--- src/rtl/core/xbm_pkg.sv ---
// shared types and constants for the xbm hex body decoder
// request, result and command structs, character codes, status codes
// no dependencies
package xbm_pkg;

   // fixed field widths
   localparam int CFG_BITS     = 16;
   localparam int OUT_BITS     = 16;
   localparam int CSR_IDX_BITS = 1;
   localparam int QUEUE_DEPTH  = 4;

   // register indexes
   localparam logic [CSR_IDX_BITS-1:0] CSR_IMAGE_WIDTH  = 1'd0;
   localparam logic [CSR_IDX_BITS-1:0] CSR_IMAGE_HEIGHT = 1'd1;
   localparam logic [CFG_BITS-1:0]     CFG_RESET_DIM    = 16'd8;

   // character codes
   localparam logic [7:0] CH_NUL    = 8'h00;
   localparam logic [7:0] CH_LBRACE = 8'h7B;
   localparam logic [7:0] CH_X_LO   = 8'h78;
   localparam logic [7:0] CH_X_UP   = 8'h58;
   localparam logic [7:0] CH_DIG0   = 8'h30;
   localparam logic [7:0] CH_DIG9   = 8'h39;
   localparam logic [7:0] CH_A_LO   = 8'h61;
   localparam logic [7:0] CH_F_LO   = 8'h66;
   localparam logic [7:0] CH_A_UP   = 8'h41;
   localparam logic [7:0] CH_F_UP   = 8'h46;

   // result kinds and status codes
   localparam logic       KIND_PIXEL  = 1'b0;
   localparam logic       KIND_STATUS = 1'b1;
   localparam logic [1:0] ST_OK       = 2'd0;
   localparam logic [1:0] ST_CORRUPT  = 2'd1;
   localparam logic [1:0] ST_TRUNC    = 2'd2;

   localparam logic [3:0] PIX_PER_BYTE = 4'd8;

   typedef struct packed {
      logic [7:0] char_code;
      logic       end_of_text;
   } req_type;

   typedef struct packed {
      logic                result_kind;
      logic [OUT_BITS-1:0] pixel_col;
      logic [OUT_BITS-1:0] pixel_row;
      logic                pixel_set;
      logic [1:0]          status_code;
      logic                run_last;
   } rsp_type;

   // one unit of work for the back end: pixels of a byte and/or a status
   typedef struct packed {
      logic [OUT_BITS-1:0] col_base;
      logic [OUT_BITS-1:0] row;
      logic [7:0]          data;
      logic [3:0]          npix;
      logic                status_valid;
      logic [1:0]          status_code;
   } cmd_type;

endpackage

--- src/rtl/core/xbm_hex_body_decoder_top.sv ---
// channel  | handshake             | payload
// req      | req_valid/req_ready   | req_data  (char_code, end_of_text)
// rsp      | rsp_valid/rsp_ready   | rsp_data  (kind, col, row, set, status, last)
// csr      | csr_valid/csr_ready   | csr_index, csr_wdata (width, height)
//
// the front end takes one character per cycle while the command queue has room
// the back end sends one result per cycle unless stalled: a byte with n visible
// pixels gives n results, plus one for a status; the four-entry queue absorbs bursts
// the output stage is a register, so requests keep flowing while a result waits
// synchronous reset returns the scanner to waiting for a brace, width and height to 8
// top level: front end, command queue, back end; depends on xbm_pkg
module xbm_hex_body_decoder_top #(
   parameter int COORD_BITS = 16
) (
   input  logic                              clock,
   input  logic                              reset,
   input  logic                              req_valid,
   output logic                              req_ready,
   input  xbm_pkg::req_type                  req_data,
   output logic                              rsp_valid,
   input  logic                              rsp_ready,
   output xbm_pkg::rsp_type                  rsp_data,
   input  logic                              csr_valid,
   output logic                              csr_ready,
   input  logic [xbm_pkg::CSR_IDX_BITS-1:0]  csr_index,
   input  logic [xbm_pkg::CFG_BITS-1:0]      csr_wdata
);
   import xbm_pkg::*;

   logic    cmd_push, cmd_full, cmd_pop, cmd_valid;
   cmd_type cmd_in, cmd_head;

   xbm_front #(
      .COORD_BITS (COORD_BITS)
   ) u_front (
      .clock     (clock),
      .reset     (reset),
      .req_valid (req_valid),
      .req_ready (req_ready),
      .req_data  (req_data),
      .csr_valid (csr_valid),
      .csr_ready (csr_ready),
      .csr_index (csr_index),
      .csr_wdata (csr_wdata),
      .cmd_push  (cmd_push),
      .cmd_data  (cmd_in),
      .cmd_full  (cmd_full)
   );

   xbm_queue u_queue (
      .clock      (clock),
      .reset      (reset),
      .push       (cmd_push),
      .push_data  (cmd_in),
      .full       (cmd_full),
      .pop        (cmd_pop),
      .head_valid (cmd_valid),
      .head_data  (cmd_head)
   );

   xbm_back u_back (
      .clock     (clock),
      .reset     (reset),
      .cmd_valid (cmd_valid),
      .cmd_data  (cmd_head),
      .cmd_pop   (cmd_pop),
      .rsp_valid (rsp_valid),
      .rsp_ready (rsp_ready),
      .rsp_data  (rsp_data)
   );

endmodule

--- src/rtl/core/xbm_front.sv ---
// front end: configuration registers, character scanner, hex byte assembly,
// column and row tracking; emits commands to the queue
// depends on xbm_pkg
module xbm_front #(
   parameter int COORD_BITS = 16
) (
   input  logic                              clock,
   input  logic                              reset,
   input  logic                              req_valid,
   output logic                              req_ready,
   input  xbm_pkg::req_type                  req_data,
   input  logic                              csr_valid,
   output logic                              csr_ready,
   input  logic [xbm_pkg::CSR_IDX_BITS-1:0]  csr_index,
   input  logic [xbm_pkg::CFG_BITS-1:0]      csr_wdata,
   output logic                              cmd_push,
   output xbm_pkg::cmd_type                  cmd_data,
   input  logic                              cmd_full
);
   import xbm_pkg::*;

   typedef enum logic [3:0] {
      PH_WAIT   = 4'b0001,
      PH_SCAN   = 4'b0010,
      PH_DIGITS = 4'b0100,
      PH_DONE   = 4'b1000
   } phase_type;

   // hex digit decode: {valid, value}
   function automatic logic [4:0] hex_decode(input logic [7:0] c);
      logic [7:0] v;
      begin
         v = 8'd0;
         if (c >= CH_DIG0 && c <= CH_DIG9) begin
            v = c - CH_DIG0;
            hex_decode = {1'b1, v[3:0]};
         end else if (c >= CH_A_LO && c <= CH_F_LO) begin
            v = c - CH_A_LO + 8'd10;
            hex_decode = {1'b1, v[3:0]};
         end else if (c >= CH_A_UP && c <= CH_F_UP) begin
            v = c - CH_A_UP + 8'd10;
            hex_decode = {1'b1, v[3:0]};
         end else begin
            hex_decode = {1'b0, v[3:0]};
         end
      end
   endfunction

   logic [CFG_BITS-1:0]   width_ff, width_in;
   logic [CFG_BITS-1:0]   height_ff, height_in;
   phase_type             phase_ff, phase_in;
   logic                  zero_ff, zero_in;
   logic                  dcnt_ff, dcnt_in;
   logic [7:0]            accum_ff, accum_in;
   logic [COORD_BITS-1:0] col_ff, col_in;
   logic [COORD_BITS-1:0] row_ff, row_in;

   logic [COORD_BITS+CFG_BITS-1:0] width_ext, height_ext;
   logic [COORD_BITS-1:0]          img_w, img_h;
   logic [COORD_BITS:0]            col_plus8;
   logic [COORD_BITS-1:0]          col_left, row_next;
   logic [3:0]                     fin_npix;
   logic                           fin_wrap, fin_done;
   logic [OUT_BITS+COORD_BITS-1:0] col_out_ext, row_out_ext;

   logic       accept, end_flag;
   logic [4:0] hex;
   logic [7:0] accum_shift;
   phase_type  phase_mid, phase_nx;
   logic       zero_mid, zero_nx, dcnt_mid, dcnt_nx;
   logic [7:0] accum_mid, accum_nx, fin_byte, fin_byte_char;
   logic       fin_char, fin_any, st_valid;
   logic [1:0] st_code;
   logic [COORD_BITS-1:0] col_nx, row_nx;

   // configuration port
   assign csr_ready = 1'b1;
   always_comb begin
      width_in  = width_ff;
      height_in = height_ff;
      if (csr_valid) begin
         case (csr_index)
            CSR_IMAGE_WIDTH:  width_in  = csr_wdata;
            CSR_IMAGE_HEIGHT: height_in = csr_wdata;
            default: ;
         endcase
      end
   end

   // dimensions at coordinate width
   assign width_ext  = {{COORD_BITS{1'b0}}, width_ff};
   assign height_ext = {{COORD_BITS{1'b0}}, height_ff};
   assign img_w      = width_ext[COORD_BITS-1:0];
   assign img_h      = height_ext[COORD_BITS-1:0];

   // byte completion arithmetic from the current position
   assign col_plus8 = {1'b0, col_ff} + (COORD_BITS+1)'(8);
   assign col_left  = img_w - col_ff;
   assign row_next  = row_ff + COORD_BITS'(1);
   assign fin_wrap  = col_plus8 >= {1'b0, img_w};
   assign fin_done  = fin_wrap && (row_next >= img_h);
   always_comb begin
      if (img_w <= col_ff)
         fin_npix = 4'd0;
      else if (col_left >= COORD_BITS'(8))
         fin_npix = PIX_PER_BYTE;
      else
         fin_npix = col_left[3:0];
   end

   assign accept    = req_valid && !cmd_full;
   assign req_ready = !cmd_full;
   assign end_flag  = (req_data.char_code == CH_NUL) || req_data.end_of_text;
   assign hex       = hex_decode(req_data.char_code);
   assign accum_shift = {accum_ff[3:0], hex[3:0]};

   // character part of the step
   always_comb begin
      phase_mid     = phase_ff;
      zero_mid      = zero_ff;
      dcnt_mid      = dcnt_ff;
      accum_mid     = accum_ff;
      fin_char      = 1'b0;
      fin_byte_char = accum_ff;
      st_valid      = 1'b0;
      st_code       = ST_OK;
      if (req_data.char_code != CH_NUL) begin
         case (phase_ff)
            PH_WAIT: begin
               if (req_data.char_code == CH_LBRACE) begin
                  if (img_w == '0 || img_h == '0) begin
                     st_valid  = 1'b1;
                     st_code   = ST_OK;
                     phase_mid = PH_DONE;
                  end else begin
                     phase_mid = PH_SCAN;
                     zero_mid  = 1'b0;
                  end
               end
            end
            PH_SCAN: begin
               if (zero_ff && (req_data.char_code == CH_X_LO ||
                               req_data.char_code == CH_X_UP)) begin
                  phase_mid = PH_DIGITS;
                  dcnt_mid  = 1'b0;
                  accum_mid = 8'd0;
                  zero_mid  = 1'b0;
               end else begin
                  zero_mid = (req_data.char_code == CH_DIG0);
               end
            end
            PH_DIGITS: begin
               if (hex[4]) begin
                  if (dcnt_ff) begin
                     phase_mid     = PH_SCAN;
                     zero_mid      = 1'b0;
                     dcnt_mid      = 1'b0;
                     fin_char      = 1'b1;
                     fin_byte_char = accum_shift;
                  end else begin
                     dcnt_mid  = 1'b1;
                     accum_mid = accum_shift;
                  end
               end else if (!dcnt_ff) begin
                  st_valid  = 1'b1;
                  st_code   = ST_TRUNC;
                  phase_mid = PH_DONE;
               end else begin
                  // the closing character is not a digit, scanning restarts clear
                  phase_mid     = PH_SCAN;
                  zero_mid      = 1'b0;
                  dcnt_mid      = 1'b0;
                  fin_char      = 1'b1;
                  fin_byte_char = accum_ff;
               end
            end
            PH_DONE: ;
            default: ;
         endcase
      end

      // end of text, byte completion and run clear
      phase_nx = phase_mid;
      zero_nx  = zero_mid;
      dcnt_nx  = dcnt_mid;
      accum_nx = accum_mid;
      col_nx   = col_ff;
      row_nx   = row_ff;
      fin_any  = fin_char;
      fin_byte = fin_byte_char;
      if (end_flag) begin
         case (phase_mid)
            PH_WAIT: begin
               st_valid = 1'b1;
               st_code  = ST_CORRUPT;
            end
            PH_SCAN: begin
               st_valid = 1'b1;
               st_code  = ST_TRUNC;
            end
            PH_DIGITS: begin
               if (!dcnt_mid) begin
                  st_valid = 1'b1;
                  st_code  = ST_TRUNC;
               end else begin
                  fin_any  = 1'b1;
                  fin_byte = accum_mid;
                  if (!fin_done) begin
                     st_valid = 1'b1;
                     st_code  = ST_TRUNC;
                  end
               end
            end
            PH_DONE: ;
            default: ;
         endcase
      end
      if (fin_any) begin
         if (fin_wrap) begin
            col_nx = '0;
            row_nx = row_next;
            if (fin_done) begin
               st_valid = 1'b1;
               st_code  = ST_OK;
               phase_nx = PH_DONE;
            end
         end else begin
            col_nx = col_plus8[COORD_BITS-1:0];
         end
      end
      if (end_flag) begin
         phase_nx = PH_WAIT;
         zero_nx  = 1'b0;
         dcnt_nx  = 1'b0;
         accum_nx = 8'd0;
         col_nx   = '0;
         row_nx   = '0;
      end
   end

   // state update on accepted request
   assign phase_in = accept ? phase_nx : phase_ff;
   assign zero_in  = accept ? zero_nx  : zero_ff;
   assign dcnt_in  = accept ? dcnt_nx  : dcnt_ff;
   assign accum_in = accept ? accum_nx : accum_ff;
   assign col_in   = accept ? col_nx   : col_ff;
   assign row_in   = accept ? row_nx   : row_ff;

   // command toward the back end
   assign col_out_ext = {{OUT_BITS{1'b0}}, col_ff};
   assign row_out_ext = {{OUT_BITS{1'b0}}, row_ff};
   always_comb begin
      cmd_data.col_base     = col_out_ext[OUT_BITS-1:0];
      cmd_data.row          = row_out_ext[OUT_BITS-1:0];
      cmd_data.data         = fin_byte;
      cmd_data.npix         = fin_any ? fin_npix : 4'd0;
      cmd_data.status_valid = st_valid;
      cmd_data.status_code  = st_code;
   end
   assign cmd_push = accept && ((fin_any && fin_npix != 4'd0) || st_valid);

   always_ff @(posedge clock) begin
      if (reset) begin
         width_ff  <= CFG_RESET_DIM;
         height_ff <= CFG_RESET_DIM;
         phase_ff  <= PH_WAIT;
         zero_ff   <= 1'b0;
         dcnt_ff   <= 1'b0;
         accum_ff  <= 8'd0;
         col_ff    <= '0;
         row_ff    <= '0;
      end else begin
         width_ff  <= width_in;
         height_ff <= height_in;
         phase_ff  <= phase_in;
         zero_ff   <= zero_in;
         dcnt_ff   <= dcnt_in;
         accum_ff  <= accum_in;
         col_ff    <= col_in;
         row_ff    <= row_in;
      end
   end

endmodule

--- src/rtl/core/xbm_queue.sv ---
// command queue between front and back end
// small register fifo of cmd_type entries
// depends on xbm_pkg
module xbm_queue (
   input  logic             clock,
   input  logic             reset,
   input  logic             push,
   input  xbm_pkg::cmd_type push_data,
   output logic             full,
   input  logic             pop,
   output logic             head_valid,
   output xbm_pkg::cmd_type head_data
);
   import xbm_pkg::*;

   localparam int PTR_BITS = $clog2(QUEUE_DEPTH);
   localparam int CNT_BITS = $clog2(QUEUE_DEPTH + 1);

   cmd_type             entry_ff [QUEUE_DEPTH];
   logic [PTR_BITS-1:0] wr_ptr_ff, wr_ptr_in;
   logic [PTR_BITS-1:0] rd_ptr_ff, rd_ptr_in;
   logic [CNT_BITS-1:0] count_ff, count_in;
   logic                do_push, do_pop;

   assign full       = (count_ff == CNT_BITS'(QUEUE_DEPTH));
   assign head_valid = (count_ff != '0);
   assign head_data  = entry_ff[rd_ptr_ff];
   assign do_push    = push && !full;
   assign do_pop     = pop && head_valid;

   // pointer and fill count
   always_comb begin
      wr_ptr_in = do_push ? PTR_BITS'(wr_ptr_ff + 1'b1) : wr_ptr_ff;
      rd_ptr_in = do_pop  ? PTR_BITS'(rd_ptr_ff + 1'b1) : rd_ptr_ff;
      count_in  = count_ff;
      if (do_push && !do_pop)
         count_in = count_ff + 1'b1;
      else if (do_pop && !do_push)
         count_in = count_ff - 1'b1;
   end

   always_ff @(posedge clock) begin
      if (do_push)
         entry_ff[wr_ptr_ff] <= push_data;
   end

   always_ff @(posedge clock) begin
      if (reset) begin
         wr_ptr_ff <= '0;
         rd_ptr_ff <= '0;
         count_ff  <= '0;
      end else begin
         wr_ptr_ff <= wr_ptr_in;
         rd_ptr_ff <= rd_ptr_in;
         count_ff  <= count_in;
      end
   end

endmodule

--- src/rtl/core/xbm_back.sv ---
// back end: expands a command into pixel results and, if it carries one, a status result
// one result per cycle, while the output slot is free, into a registered output stage
// depends on xbm_pkg
module xbm_back (
   input  logic             clock,
   input  logic             reset,
   input  logic             cmd_valid,
   input  xbm_pkg::cmd_type cmd_data,
   output logic             cmd_pop,
   output logic             rsp_valid,
   input  logic             rsp_ready,
   output xbm_pkg::rsp_type rsp_data
);
   import xbm_pkg::*;

   logic [3:0] bit_ff, bit_in;
   logic       rsp_valid_ff, rsp_valid_in;
   rsp_type    rsp_ff, rsp_in;
   logic       slot_free, issue, is_pix, last_pix;

   assign slot_free = !rsp_valid_ff || rsp_ready;
   assign issue     = cmd_valid && slot_free;
   assign is_pix    = bit_ff < cmd_data.npix;
   assign last_pix  = (bit_ff + 4'd1) == cmd_data.npix;

   // next result from the head command
   always_comb begin
      rsp_in = rsp_ff;
      if (is_pix) begin
         rsp_in.result_kind = KIND_PIXEL;
         rsp_in.pixel_col   = cmd_data.col_base + OUT_BITS'(bit_ff);
         rsp_in.pixel_row   = cmd_data.row;
         rsp_in.pixel_set   = cmd_data.data[bit_ff[2:0]];
         rsp_in.status_code = ST_OK;
         rsp_in.run_last    = last_pix && !cmd_data.status_valid;
      end else begin
         rsp_in.result_kind = KIND_STATUS;
         rsp_in.pixel_col   = '0;
         rsp_in.pixel_row   = '0;
         rsp_in.pixel_set   = 1'b0;
         rsp_in.status_code = cmd_data.status_code;
         rsp_in.run_last    = 1'b1;
      end
   end

   // pop when the last result of the command goes out
   assign cmd_pop = issue && (is_pix ? (last_pix && !cmd_data.status_valid) : 1'b1);

   always_comb begin
      bit_in = bit_ff;
      if (cmd_pop)
         bit_in = 4'd0;
      else if (issue)
         bit_in = bit_ff + 4'd1;
      rsp_valid_in = issue ? 1'b1 : (rsp_ready ? 1'b0 : rsp_valid_ff);
   end

   assign rsp_valid = rsp_valid_ff;
   assign rsp_data  = rsp_ff;

   always_ff @(posedge clock) begin
      if (issue)
         rsp_ff <= rsp_in;
   end

   always_ff @(posedge clock) begin
      if (reset) begin
         bit_ff       <= 4'd0;
         rsp_valid_ff <= 1'b0;
      end else begin
         bit_ff       <= bit_in;
         rsp_valid_ff <= rsp_valid_in;
      end
   end

endmodule

--- config.mk ---
export PLATFORM = sky130hd
export DESIGN_NAME = xbm_hex_body_decoder_top
export DESIGN_NICKNAME = d
export VERILOG_FILES = /design/src/rtl/core/xbm_pkg.sv /design/src/rtl/core/xbm_hex_body_decoder_top.sv /design/src/rtl/core/xbm_front.sv /design/src/rtl/core/xbm_queue.sv /design/src/rtl/core/xbm_back.sv
export SDC_FILE = /design/constraint.sdc
export NUM_CORES = 1
export LEC_CHECK = 0
export BUFFER_PORTS_ARGS = -buffer_cell sky130_fd_sc_hd__buf_2
export CORE_AREA = 2 2 158 160
export DETAILED_ROUTE_END_ITERATION = 10
export DIE_AREA = 0 0 160 162
export GPL_TIMING_DRIVEN = 1
export PLACE_DENSITY = 0.8
export SKIP_LAST_GASP = 1
export SLEW_MARGIN = 20
export SYNTH_ARGS = -nofsm -noshare
export SYNTH_HDL_FRONTEND = slang
export SYNTH_HIERARCHICAL = 1
export SYNTH_SLANG_ARGS = --single-unit
--- constraint.sdc ---
create_clock -name clock -period 6.11 [get_ports clock]
set_clock_uncertainty 0.1 [all_clocks]
set_input_delay 0.611 -clock clock [delete_from_list [all_inputs] [get_ports clock]]
set_output_delay 0.611 -clock clock [all_outputs]
set_load 0.02 [all_outputs]
# After elaboration in Yosys (flattened, before gate mapping)
# Memory sizes are Yosys's and may differ from the RTL's. A register that Yosys moved wholly into a read port is not among the register bits.
# Cells that the tools add are included.
# classes
mux,91
addsub,14
n_lt_le_gt_ge,12
n_eq_ne,15
n_reduce_logical,44
n_bitwise,1
# op_table
operator,n
16-bit 2-to-1 mux,6
8-bit 2-to-1 mux,12
4-bit 2-to-1 mux,14
37-bit 2-to-1 mux,1
1-bit 2-to-1 mux,33
16-bit zero test,2
"8-bit by 7-bit == test with 1-bit output, second input constant",3
2-bit 2-to-1 mux,12
"16-bit by 4-bit adder with 17-bit output, second input constant",1
17-bit by 16-bit greater-or-equal comparator with 1-bit output,1
"16-bit by 1-bit adder with 16-bit output, second input constant",1
16-bit by 4-bit adder with 16-bit output,1
16-bit greater-or-equal comparator,1
"16-bit by 4-bit greater-or-equal comparator with 1-bit output, second input constant",1
"8-bit by 7-bit greater-or-equal comparator with 1-bit output, second input constant",2
16-bit <= comparator,1
"8-bit by 7-bit <= comparator with 1-bit output, second input constant",2
8-bit case mux with 2 select lines,1
16-bit subtractor,1
1-bit logical AND,15
5-bit 2-to-1 mux,3
4-bit case mux with 3 select lines,1
"4-bit by 1-bit subtractor with 4-bit output, second input constant",3
2-bit nonzero test,5
other kinds (33),54
# word_totals
inputBits,31
output_inout_bits,40
ramBits,188
mem_count,1
reg_bits,127
# memory_table
memory,words,word_bits,rd,rd_ports_with_merged_regs,write_ports,line_no,source
u_queue.entry_ff,4,47,1,1,1,xbm_queue.sv:19,cmd_type entry_ff [QUEUE_DEPTH];

# Depth between registers and ports, before layout
# Gate-level depths: netlist of the first run.
# logic_depth
ltp_word,22
ltp_mapped,25
depth_no_buf,24

# Hierarchy
# Netlist of the first run, hierarchy kept.
# by_module_without_submodules
mod,seq_area_each_um2,instances,area_per_inst_um2,cells_each
xbm_queue,5825.6,1,7270.7,293
xbm_front,1501.4,1,5479.0,717
xbm_back,1211.2,1,2114.5,180

# Least setup slack after synthesis of the first run
# No wires, ideal clock.
# synth_path
kind,register -> register
startpoint,register u_front.col_ff[3]
endpoint,memory u_queue/entry_ff[0][0] (netlist name) (enable)
setup_time_ns,0.409
slack_ns,1.028
t_arrival_ns,4.573
path_stages_with_launch,18
period_less_slack_ns,5.082
n_path_buf,0
path_cell_list,dfxtp_1 ha_1 and3_1 and3_1 and3_1 and3_1 nand3_1 xnor2_1 ha_1 o2111ai_1 a41o_1 o211ai_1 o41ai_1 o21bai_1 a41oi_1 inv_1 nor2_1 and2_1
# synth_via
elab_chain_cells,15
elab_cells_between_ends,22
classes_between,add/sub: 2; order compare: 3; mux: 11; reduce/logical: 6
# synth_rtl
element,line_no,source
from (decl),xbm_front.sv:55,"logic [COORD_BITS-1:0] col_ff, col_in;"
from (signal assigned),xbm_front.sv:279,col_ff <= col_in;
16-bit by 4-bit adder with 17-bit output,xbm_front.sv:97,"assign col_plus8 = {1'b0, col_ff} + (COORD_BITS+1)'(8);"
17-bit by 16-bit greater-or-equal comparator with 1-bit output,xbm_front.sv:100,"assign fin_wrap = col_plus8 >= {1'b0, img_w};"
1-bit logical AND,xbm_front.sv:101,assign fin_done = fin_wrap && (row_next >= img_h);
1-bit 2-to-1 mux,xbm_front.sv:208,if (!fin_done) begin
1-bit 2-to-1 mux,xbm_front.sv:202,if (!dcnt_mid) begin
1-bit case mux with 2 select lines,xbm_front.sv:192,case (phase_mid)
1-bit 2-to-1 mux,xbm_front.sv:191,if (end_flag) begin
1-bit 2-to-1 mux,xbm_front.sv:222,if (fin_done) begin
1-bit 2-to-1 mux,xbm_front.sv:219,if (fin_wrap) begin
1-bit 2-to-1 mux,xbm_front.sv:218,if (fin_any) begin
1-bit logical OR (*),xbm_front.sv:260,assign cmd_push = accept && ((fin_any && fin_npix != 4'd0) || st_valid);
1-bit logical AND (*),xbm_front.sv:260,
named net cmd_push,xbm_hex_body_decoder_top.sv:30,"logic cmd_push, cmd_full, cmd_pop, cmd_valid;"
1-bit logical AND (*),xbm_queue.sv:28,assign do_push = push && !full;
named net u_queue.do_push,xbm_queue.sv:23,"logic do_push, do_pop;"
1-bit 2-to-1 mux (*),xbm_queue.sv:43,if (do_push)
1-bit 2-to-1 mux (not written as such) (*),xbm_queue.sv:44,entry_ff[wr_ptr_ff] <= push_data;
to (decl),xbm_queue.sv:19,
# The timed path passes the listed nets; every way through them passes the cells marked *.

# Final worst setup path of the first run
# layout_path
startpoint,register u_front.col_ff[3]
endpoint,register u_queue.count_ff[2]
# layout_via
elab_chain_cells,16
elab_cells_between_ends,25
classes_between,add/sub: 2; order compare: 3; mux: 10; reduce/logical: 10
# layout_rtl
element,line_no,source
16-bit by 4-bit adder with 17-bit output,xbm_front.sv:97,
17-bit by 16-bit greater-or-equal comparator with 1-bit output,xbm_front.sv:100,
1-bit logical AND,xbm_front.sv:101,
1-bit 2-to-1 mux,xbm_front.sv:208,
1-bit 2-to-1 mux,xbm_front.sv:202,
1-bit case mux with 2 select lines,xbm_front.sv:192,
1-bit 2-to-1 mux,xbm_front.sv:191,
1-bit 2-to-1 mux,xbm_front.sv:222,
(+2 left out),-,
1-bit logical OR (*),xbm_front.sv:260,
1-bit logical AND (*),xbm_front.sv:260,
named net cmd_push,xbm_hex_body_decoder_top.sv:30,
1-bit logical AND (*),xbm_queue.sv:28,
named net u_queue.do_push,xbm_queue.sv:23,
1-bit zero test,xbm_queue.sv:38,else if (do_pop && !do_push)
1-bit logical AND,xbm_queue.sv:38,
2-bit nonzero test (no source line),-,
to (signal assigned),xbm_queue.sv:55,count_ff <= count_in;
to (decl),xbm_queue.sv:22,"logic [CNT_BITS-1:0] count_ff, count_in;"
# Marks and branches as above.
# A chain may end at the register's enable or synchronous reset.

==> impl_metrics.toml, run 1 <==
[worst_setup_path]
cp-end-kind = "flop"
cp_num_buf_inv = 2
path_max_fanout = 9
start_kind = "flop"
cp_top_family = "simple AND/OR/NAND/NOR gates"
cpMaxStageDelayCell = "dfxtp_1"
cp_data_arrival_time_ps = 6140
crit_chain = "ha_1 > and3_1 > and3_1 > and3_1 > and3_1 > nand3_1 > xnor2_1 > ha_1 > o2111ai_1 > a41o_1 > o211ai_1 > o41ai_2 > o21bai_1 > a41oi_1 > inv_1 > nor2_1 > ha_1 > inv_1 > fa_1 > xor2_1 > or3_1 > a21oi_1"
slowest_delay_ps = 510
worstPathRequired_ps = 6480
cp_common_cell = "and3_1"
crit_type = "flop to flop"

[routing]
drc = 0
drt_pre_antenna_iters = 6
dr_total_vias = 9710
met1_length_um = 13600
ant_nets = 0
wirelength_um = 32000
routed_via_density = 6.02
met2_length_um = 16100
highest_layer = "met4"
wl_per_cell_um = 19.8
drtIter0Drc = 886
dr_wl_met3_um = 1770

[cts]
path_clk_slew_ps = 60
tritoncts = "yes"
root_buffer = "clkbuf_16"
clock_latency_ps = 570
cts_sinks = 314
h-tree-depth = 1
cts_buffer_depth = 3
numCtsBuffers = 31

[sta]
whs_ps = 201
fmax_mhz = 173
finalHoldViolCount = 0
drv_slew = 0
finalSetupViolCount = 0
rsz0062_at_grt = "no"
setup_tns_ps = 0
worst-slew-pin-transition_ps = 966
fin_crit_sh_pct = 94.4
timing.final.crit_period_ps = 5770
layout_setup_ws_ps = 342
slew_headroom_pct = 35.4

[yosys]
syn_inst = 1190
ys_types = 83
synth.largest_area_cell = "edfxtp_1"
async_flop_share_pct = 0
synth.area.top_cells = "edfxtp_1, dfxtp_1, mux4_2, ha_1, nand2_1"
ys.flop_type = "edfxtp_1"
synth_edf_count = 225
syn_area_per_cell_um2 = 12.5
netlist_area_mm2 = 0.0149
ys_ff_latch = 314
yosysWarnings = 6
synth.top_cell.area_share_pct = 45.5
ys_seq_area_share_pct = 57.4

[global_route]
grt_max_degree = 80
grt_pass1_vias = 9919
grt_first_pass_wirelength_um = 51900
track_usage_pct = 25.1
grt.overflow.total = 0
antenna_found_initial = 0

[cells_and_area]
syn_to_final_growth_pct = 11.2
multi_input_area_mm2 = 0.00584
antenna_cells = 0
drive_above_1_share_pct = 16.4
filler_cell_count = 1726
final_util_pct = 68.6
fin_nets = 1362
ff_latch_area_mm2 = 0.00854

[placed_design]
numPortBuffers = 69
hpwl_um = 22000
place_ws_ps = 452
gp_congestion = 0.927

[floorplan]
core_area_mm2 = 0.0241
pin_count = 71
fp.dieArea_mm2 = 0.0259
rows = 57
fp.dieH_um = 162
dieWidth_um = 160
initial_core_util_pct = 61.7

[power]
power_density_mw_per_mm2 = 326
peakVddDrop_uv = 229
leakage_nw = 6.11

[job]
maxCapViolCount = 0

[status]
outcome = "complete, no violations"

[worst_hold_path]
hold_class = "input pin to flop"
[path summary, 6_finish.rpt]
kind | endpoint | from | slack [ps] | cells after the start
min | u_front/height_ff[3]$_SDFFE_PP1P_ | csr_wdata[3] | 200 | 3
max | u_queue/count_ff[2]$_SDFFE_PP0P_ | u_front/col_ff[3]$_SDFFE_PP0P_ | 340 | 22
min reg2reg | u_front/height_ff[1]$_SDFFE_PP0P_ | u_front/height_ff[1]$_SDFFE_PP0P_ | 380 | 2
max reg2reg | u_queue/count_ff[2]$_SDFFE_PP0P_ | u_front/col_ff[3]$_SDFFE_PP0P_ | 340 | 22
[report_power, final]
| group | leakage, nW | internal [W] | switching (W) |
|---|---|---|---|
| Sequential | 2.89 | 0.00251 | 0.0000859 |
| Combinational | 2.71 | 0.000319 | 0.000588 |
| Clock | 0.509 | 0.00106 | 0.000822 |
[cell families after synthesis]
| group | share of synthesized area, % |
|---|---|
| buffers and inverters | 3.47 |
| DFF | 57.4 |
| xor gates and xnor gates | 3.42 |
| muxes | 8.27 |
| and+or+nand+nor | 12.2 |
| AOI/OAI and AO/OA | 9.44 |
| other | 0.0505 |
| adders and majority gates | 5.66 |
[placed cells by master, fill, tap and decap left out, types with 23 or more instances in the layout]
cell type | netlist | routed
a21oi_1 | 88 | 88
nand2_1 | 119 | 119
dfxtp_1 | 89 | 87
o21ai_0 | 28 | 28
and2_1 | 27 | 23
inv_1 | 65 | 65
xor2_1 | 23 | 23
edfxtp_1 | 225 | 225
ha_1 | 64 | 64
xnor2_1 | 35 | 35
nor2_1 | 66 | 66
buf_2 | 7 | 69
nand3_1 | 31 | 31
clkbuf_16 | 0 | 34
mux4_2 | 49 | 49
[stage by stage]
stage	power, W	std cells	cell area, um^2
floorplan	0.00326	1194	14900
global placement	0.00351	1556	15500
detailed placement	0.00354	1556	15500
CTS	0.00542	1614	16500
global route	0.00560	1614	16500
finish	0.00539	1614	16500
[metal layers]
layer  vias up  track usage [%]
li1       4588                -
met1      4754             33.8
met2       321             43.8
met3        47             2.94
met4         0             6.76
met5         -                0
[worst min-delay path: stages]
cell and delay (ps):
buf_2 100, nand2_1 50, nand3b_1 70
[cell type report]
cell class / count / area share [%]
flip-flops and latches: 314 / 51.7
multi-input cells: 768 / 35.3
clock buffers: 39 / 5.50
repair buffers: 82 / 2.68
well taps: 324 / 2.45
inverters: 68 / 1.54
clock inverters: 19 / 0.810
[repair_timing]
action / 4_1_cts / 5_1_grt
gates resized for setup: 0 / 1
hold buffers: 0 / 0
setup endpoints to repair: 0 / 1
buffers inserted: 0 / 0
[sequential cells by signal, summed over array words and instances (netlist names), named ones only]
register and flops:
u_front/accum_ff 8, u_queue/rd_ptr_ff 2, u_front/row_ff 16, u_front/col_ff 13, u_front/img_w 16, u_back/rsp_data 37, u_back/rsp_valid 1, u_front/height_ff 16
u_front/phase_ff 4, u_queue/entry_ff 188, u_front/dcnt_ff 1, u_queue/count_ff 3, u_front/zero_ff 1, u_queue/wr_ptr_ff 2, u_back/bit_ff 4
[Yosys cell counts, types with 4 or more instances]
master and number:
a211o_1 4, buf_4 6, ha_1 64, nor4_1 9, and3_1 18, xnor2_1 35
edfxtp_1 225, a21o_1 8, mux2i_1 7, o21ai_0 28, nand3_1 31, a31oi_1 7
clkbuf_1 23, a22o_1 8, dfxtp_1 89, inv_1 65, o2111ai_1 4, a22oi_1 8
and4_1 4, or3_1 5, nor3_1 18, o21bai_1 5, nand2b_1 10, xor2_1 23
a21oi_1 88, nand4_1 15, nand2_1 119, nor2_1 66, o21a_1 9, and2_1 27
buf_2 7, nor2b_1 11, or4_1 4, mux4_2 49, mux2_1 5, a211oi_1 5
a21boi_0 4, o21ai_1 5, nand3b_1 8
No activity file was read; power rests on OpenSTA's default activity.
==> run 2: changes to the inputs <==
--- a/config.mk
+++ b/config.mk
@@ -11,6 +11,7 @@
 export DIE_AREA = 0 0 160 162
 export GPL_TIMING_DRIVEN = 1
 export PLACE_DENSITY = 0.8
+export RECOVER_POWER = 100
 export SKIP_LAST_GASP = 1
 export SLEW_MARGIN = 20
 export SYNTH_ARGS = -nofsm -noshare
==> run 2 against run 1 <==
- the flow now finishes with violations (max-capacitance violations, max-slew violations)
- cell count is the same
- die area is the same
- total power shrank 0.66%
- sequential cell count is the same
- sequential power is essentially flat
- largest cell class unchanged
==> impl_metrics.toml, run 2 (synthesis gave the netlist of run 1 again) <==
[sta]
fin_crit_sh_pct = 94.2
rsz0062_at_grt = "no"
worst-slew-pin-transition_ps = 1640
slew_headroom_pct = -10.5
drv_slew = 73
finalSetupViolCount = 0
timing.final.crit_period_ps = 5760
setup_tns_ps = 0
finalHoldViolCount = 0
fmax_mhz = 174
whs_ps = 205

[routing]
drtIter0Drc = 953
dr_total_vias = 9728
drt_pre_antenna_iters = 5
routed_via_density = 6.03
ant_nets = 0
wl_per_cell_um = 19.8
wirelength_um = 32000
drc = 0

[global_route]
grt_pass1_vias = 9919
antenna_found_initial = 0
grt_max_degree = 80
track_usage_pct = 25.1
grt.overflow.total = 0
grt_first_pass_wirelength_um = 51900

[status]
violations = "max-capacitance violations, max-slew violations"
outcome = "complete, but fails checks"

[floorplan]
initial_core_util_pct = 61.7
core_area_mm2 = 0.0241
pin_count = 71
rows = 57
fp.dieArea_mm2 = 0.0259
dieWidth_um = 160
fp.dieH_um = 162

[worst_setup_path]
cp-end-kind = "flop"
cp_data_arrival_time_ps = 6130
worstPathRequired_ps = 6480
path_max_fanout = 9
crit_type = "flop to flop"
r2r_start = "u_front/col_ff[3]$_SDFFE_PP0P_"
start_kind = "flop"
crit_start = "u_front/col_ff[3]$_SDFFE_PP0P_"

[power]
peakVddDrop_uv = 231
leakage_nw = 5.91
power_density_mw_per_mm2 = 327

[cts]
cts_setup_buffers = 0
cts_sinks = 314
h-tree-depth = 1
path_clk_slew_ps = 60
tritoncts = "yes"
root_buffer = "clkbuf_16"
clock_latency_ps = 560
cts.repair.resized = 0
hold_buffers = 0
numCtsBuffers = 31
cts_buffer_depth = 3

[worst_hold_path]
worstHoldStart = "csr_wdata[4]"
hold_class = "input pin to flop"

[placed_design]
hpwl_um = 22000
gp_congestion = 0.927
numPortBuffers = 69

[cells_and_area]
fin_nets = 1362
final_util_pct = 68.0
mostFrequentLayoutCells = "edfxtp_1, nand2_1, a21oi_1, dfxtp_1, inv_1"
syn_to_final_growth_pct = 10.3
top_register = "u_queue/entry_ff"
antenna_cells = 0
final_common_cell = "edfxtp_1"
largest_reg_flops = 188
drive_above_1_share_pct = 12.3

[job]
maxCapViolCount = 3
run 2: path summary, 6_finish.rpt:
path                                                     endpoint  slack (ps)  depth (start not counted)
worst max register to register   u_queue/count_ff[2]$_SDFFE_PP0P_         350                         22
worst min-delay path            u_front/height_ff[4]$_SDFFE_PP0P_         200                          3
worst max-delay path             u_queue/count_ff[2]$_SDFFE_PP0P_         350                         22
worst min register to register  u_front/height_ff[1]$_SDFFE_PP0P_         380                          2
run 2: routing by layer:
metal | wire [um] | share of wire (%) | track usage, % | vias up
met5 | 0 | 0 | 0 | -
met2 | 16000 | 50 | 43.8 | 343
met3 | 1920 | 6.0 | 2.94 | 54
met1 | 13400 | 42 | 33.8 | 4745
met4 | 613 | 1.9 | 6.76 | 0
li1 | - | - | - | 4586
run 2: cell type report:
cell class	count	area, um^2
flip-flops and latches	314	8540
fillers	1770	7710
multi-input cells	768	5790
clock buffers	39	910
well taps	324	405
repair buffers	82	369
inverters	68	255
clock inverters	19	134
run 2: metrics by stage:
step	instance area [um^2]	cells	setup slack [ps]	total power, W
3_3_place_gp	15500	1556	702	0.00351
4_1_cts	16500	1614	307	0.00542
6_report	16400	1614	353	0.00536
5_1_grt	16400	1614	46.5	0.00557
3_5_place_dp	15500	1556	452	0.00354
2_1_floorplan	14900	1194	1030	0.00326
run 2: critical path, cell delays in order, from the launching register on:
cell and delay, ps:
dfxtp_1 510, ha_1 290, and3_1 250, and3_1 250, and3_1 240, and3_1 250
nand3_1 120, xnor2_1 170, ha_1 340, o2111ai_1 130, a41o_1 240, o211ai_1 290
o41ai_2 200, o21bai_1 260, a41oi_1 210, inv_1 90, nor2_1 350, ha_1 280
inv_1 70, fa_1 370, xor2_1 190, or3_1 320, a21oi_1 160
run 2: report_power, final:
part           switching [W]  internal, W
Clock               0.000818      0.00106
Combinational       0.000585     0.000282
Sequential         0.0000886      0.00252
Total                0.00149      0.00386
==> run 3: changes to the inputs <==
--- a/config.mk
+++ b/config.mk
@@ -10,7 +10,7 @@
 export DETAILED_ROUTE_END_ITERATION = 10
 export DIE_AREA = 0 0 160 162
 export GPL_TIMING_DRIVEN = 1
-export PLACE_DENSITY = 0.8
+export PLACE_DENSITY_LB_ADDON = 0.1
 export RECOVER_POWER = 100
 export SKIP_LAST_GASP = 1
 export SLEW_MARGIN = 20
==> run 3 against run 2 <==
- the flow still finishes with violations (max-capacitance violations, max-slew violations)
- critical path depth unchanged
- sequential share of layout area decreased by 0.22 points
- cell area increased by 0.42%
- sequential cell count unchanged
- total power increased by 1.1%
- cell count increased by 0.43%
- clock-buffer cell count increased by 2
- core utilization increased by 0.29 points
- via count decreased by 1.2%
- first-iteration DRC count decreased by 20%
- global-route usage decreased by 0.57 points
==> impl_metrics.toml, run 3 (synthesis gave the netlist of run 1 again) <==
[global_route]
track_usage_pct = 24.5
grt_max_degree = 47
antenna_found_initial = 0
grt.overflow.total = 0
grt_pass1_vias = 9332
grt_first_pass_wirelength_um = 49900

[routing]
drt_pre_antenna_iters = 5
wirelength_um = 31000
drc = 0
ant_nets = 0
drtIter0Drc = 766
wl_per_cell_um = 19.1
dr_total_vias = 9607
routed_via_density = 5.93

[cts]
clock_latency_ps = 520
hold_buffers = 0
numCtsBuffers = 34
cts_sinks = 314
root_buffer = "clkbuf_16"
tritoncts = "yes"
path_clk_slew_ps = 60
cts.repair.resized = 0
cts_setup_buffers = 0
h-tree-depth = 2
cts_buffer_depth = 3

[job]
maxCapViolCount = 4

[cells_and_area]
top_register = "u_queue/entry_ff"
drive_above_1_share_pct = 12.1
fin_nets = 1368
final_cells = 1621
syn_to_final_growth_pct = 10.8
ff_latch_area_mm2 = 0.00854
filler_cell_count = 1847
multi_input_area_mm2 = 0.00580
final_cell_area_mm2 = 0.0165
largest_reg_flops = 188
antenna_cells = 0
final_common_cell = "edfxtp_1"
mostFrequentLayoutCells = "edfxtp_1, nand2_1, a21oi_1, dfxtp_1, inv_1"

[floorplan]
fp.dieArea_mm2 = 0.0259
fp.dieH_um = 162
core_area_mm2 = 0.0241
initial_core_util_pct = 61.7
pin_count = 71
dieWidth_um = 160
rows = 57

[worst_setup_path]
crit_type = "flop to flop"
r2r-end = "u_queue/count_ff[2]$_SDFFE_PP0P_"
r2r_start = "u_front/col_ff[3]$_SDFFE_PP0P_"
cp_data_arrival_time_ps = 5940
cp_num_buf_inv = 2
crit_start = "u_front/col_ff[3]$_SDFFE_PP0P_"
cpMaxStageDelayCell = "dfxtp_1"
start_kind = "flop"
crit_chain = "ha_1 > and3_1 > and3_1 > and3_1 > and3_1 > nand3_1 > xnor2_1 > ha_1 > o2111ai_1 > a41o_1 > o211ai_1 > o41ai_1 > o21bai_1 > a41oi_1 > inv_1 > nor2_1 > ha_1 > inv_1 > fa_1 > xor2_1 > or3_1 > a21oi_1"
reg2reg_depth = 22
path_max_fanout = 9
r2r_setup_slack_ps = 480
worstPathRequired_ps = 6420
cp_common_cell = "and3_1"
cp-end-kind = "flop"
cp_top_family = "simple AND/OR/NAND/NOR gates"
slowest_delay_ps = 490

[power]
finalPower_w = 0.00542
power_frac_comb_pct = 16.1
p_sw_w = 0.00147
power_density_mw_per_mm2 = 329
switching_share_pct = 27.2
leakage_nw = 5.93
p_int_w = 0.00394
p_seq_share_pct = 48.0
peakVddDrop_uv = 274
clockPowerShare_pct = 35.9

[placed_design]
gp_congestion = 0.908
hpwl_um = 21400
numPortBuffers = 69
postPlaceCellArea_mm2 = 0.0155
place_inst = 1559
place_ws_ps = 575

[sta]
setup_tns_ps = 0
fmax_mhz = 177
slew_headroom_pct = -52.4
finalSetupViolCount = 0
rsz0062_at_grt = "no"
fin_crit_sh_pct = 92.2
layout_setup_ws_ps = 475
finalHoldViolCount = 0
worst-slew-pin-transition_ps = 2290
drv_slew = 131
timing.final.crit_period_ps = 5630

[worst_hold_path]
hold_class = "input pin to flop"
worstHoldStart = "csr_wdata[3]"
min_path_cells = 2
hold_path_end = "u_front/img_w[3]$_SDFFE_PP1P_"

[status]
violations = "max-capacitance violations, max-slew violations"
outcome = "complete, but fails checks"
==> run 3: cell count changes in the layout (fill, tap and decap cells not counted), sizes merged <==
cell	before	now
clkbuf	88	93
clkinv	13	15
clkinvlp	4	2
bufinv	0	2
==> run 3: per-stage QoR <==
stage          util, %  hold slack (ps)
2_1_floorplan        -              349
3_3_place_gp      64.4              361
3_5_place_dp      64.4              366
4_1_cts           68.8              232
5_1_grt           68.3              240
6_report          68.3              244
==> run 3: worst max path at each step <==
stage | endpoint | depth (start not counted)
after floorplan | u_queue/entry_ff[0][0]$_DFFE_PP_ | 17
after global placement | u_queue/count_ff[2]$_SDFFE_PP0P_ | 22
after detailed placement | u_queue/count_ff[2]$_SDFFE_PP0P_ | 22
after CTS | u_queue/count_ff[2]$_SDFFE_PP0P_ | 22
after global routing | u_queue/count_ff[2]$_SDFFE_PP0P_ | 22
final | u_queue/count_ff[2]$_SDFFE_PP0P_ | 22
==> run 3: power by group through the flow <==
stage	Clock (W)	Sequential, W	Combinational, W
2_1_floorplan	0	0.00276	0.000497
3_3_place_gp	0	0.00263	0.000891
3_5_place_dp	0	0.00264	0.000907
4_1_cts	0.00199	0.00260	0.000912
5_1_grt	0.00208	0.00262	0.000953
6_report	0.00194	0.00260	0.000872
==> run 3: worst register-to-register path, cell delays in order (launching register included) <==
cell       delay [ps]
dfxtp_1           490
ha_1              280
and3_1            260
and3_1            250
and3_1            250
and3_1            250
nand3_1           110
xnor2_1           170
ha_1              330
o2111ai_1         120
a41o_1            230
o211ai_1          310
o41ai_1           220
o21bai_1          260
a41oi_1           210
inv_1              80
nor2_1            310
ha_1              250
inv_1              60
fa_1              370
xor2_1            180
or3_1             310
a21oi_1           140
==> run 3: layout make-up <==
cell class	count	area share [%]
multi-input combinational	768	35.2
inverter	68	1.55
tap	324	2.46
sequential	314	51.9
clock buffer	41	5.45
clock inverter	21	1.08
timing repair buffer	85	2.39
==> run 3: metal layers <==
| layer | GRT usage, % | part of all wire [%] | vias to the layer above |
|---|---|---|---|
| met2 | 40.7 | 48 | 261 |
| met5 | 0 | 0 | - |
| met3 | 3.70 | 5.0 | 41 |
| met1 | 34.5 | 45 | 4709 |
| li1 | - | - | 4596 |
| met4 | 6.27 | 1.8 | 0 |
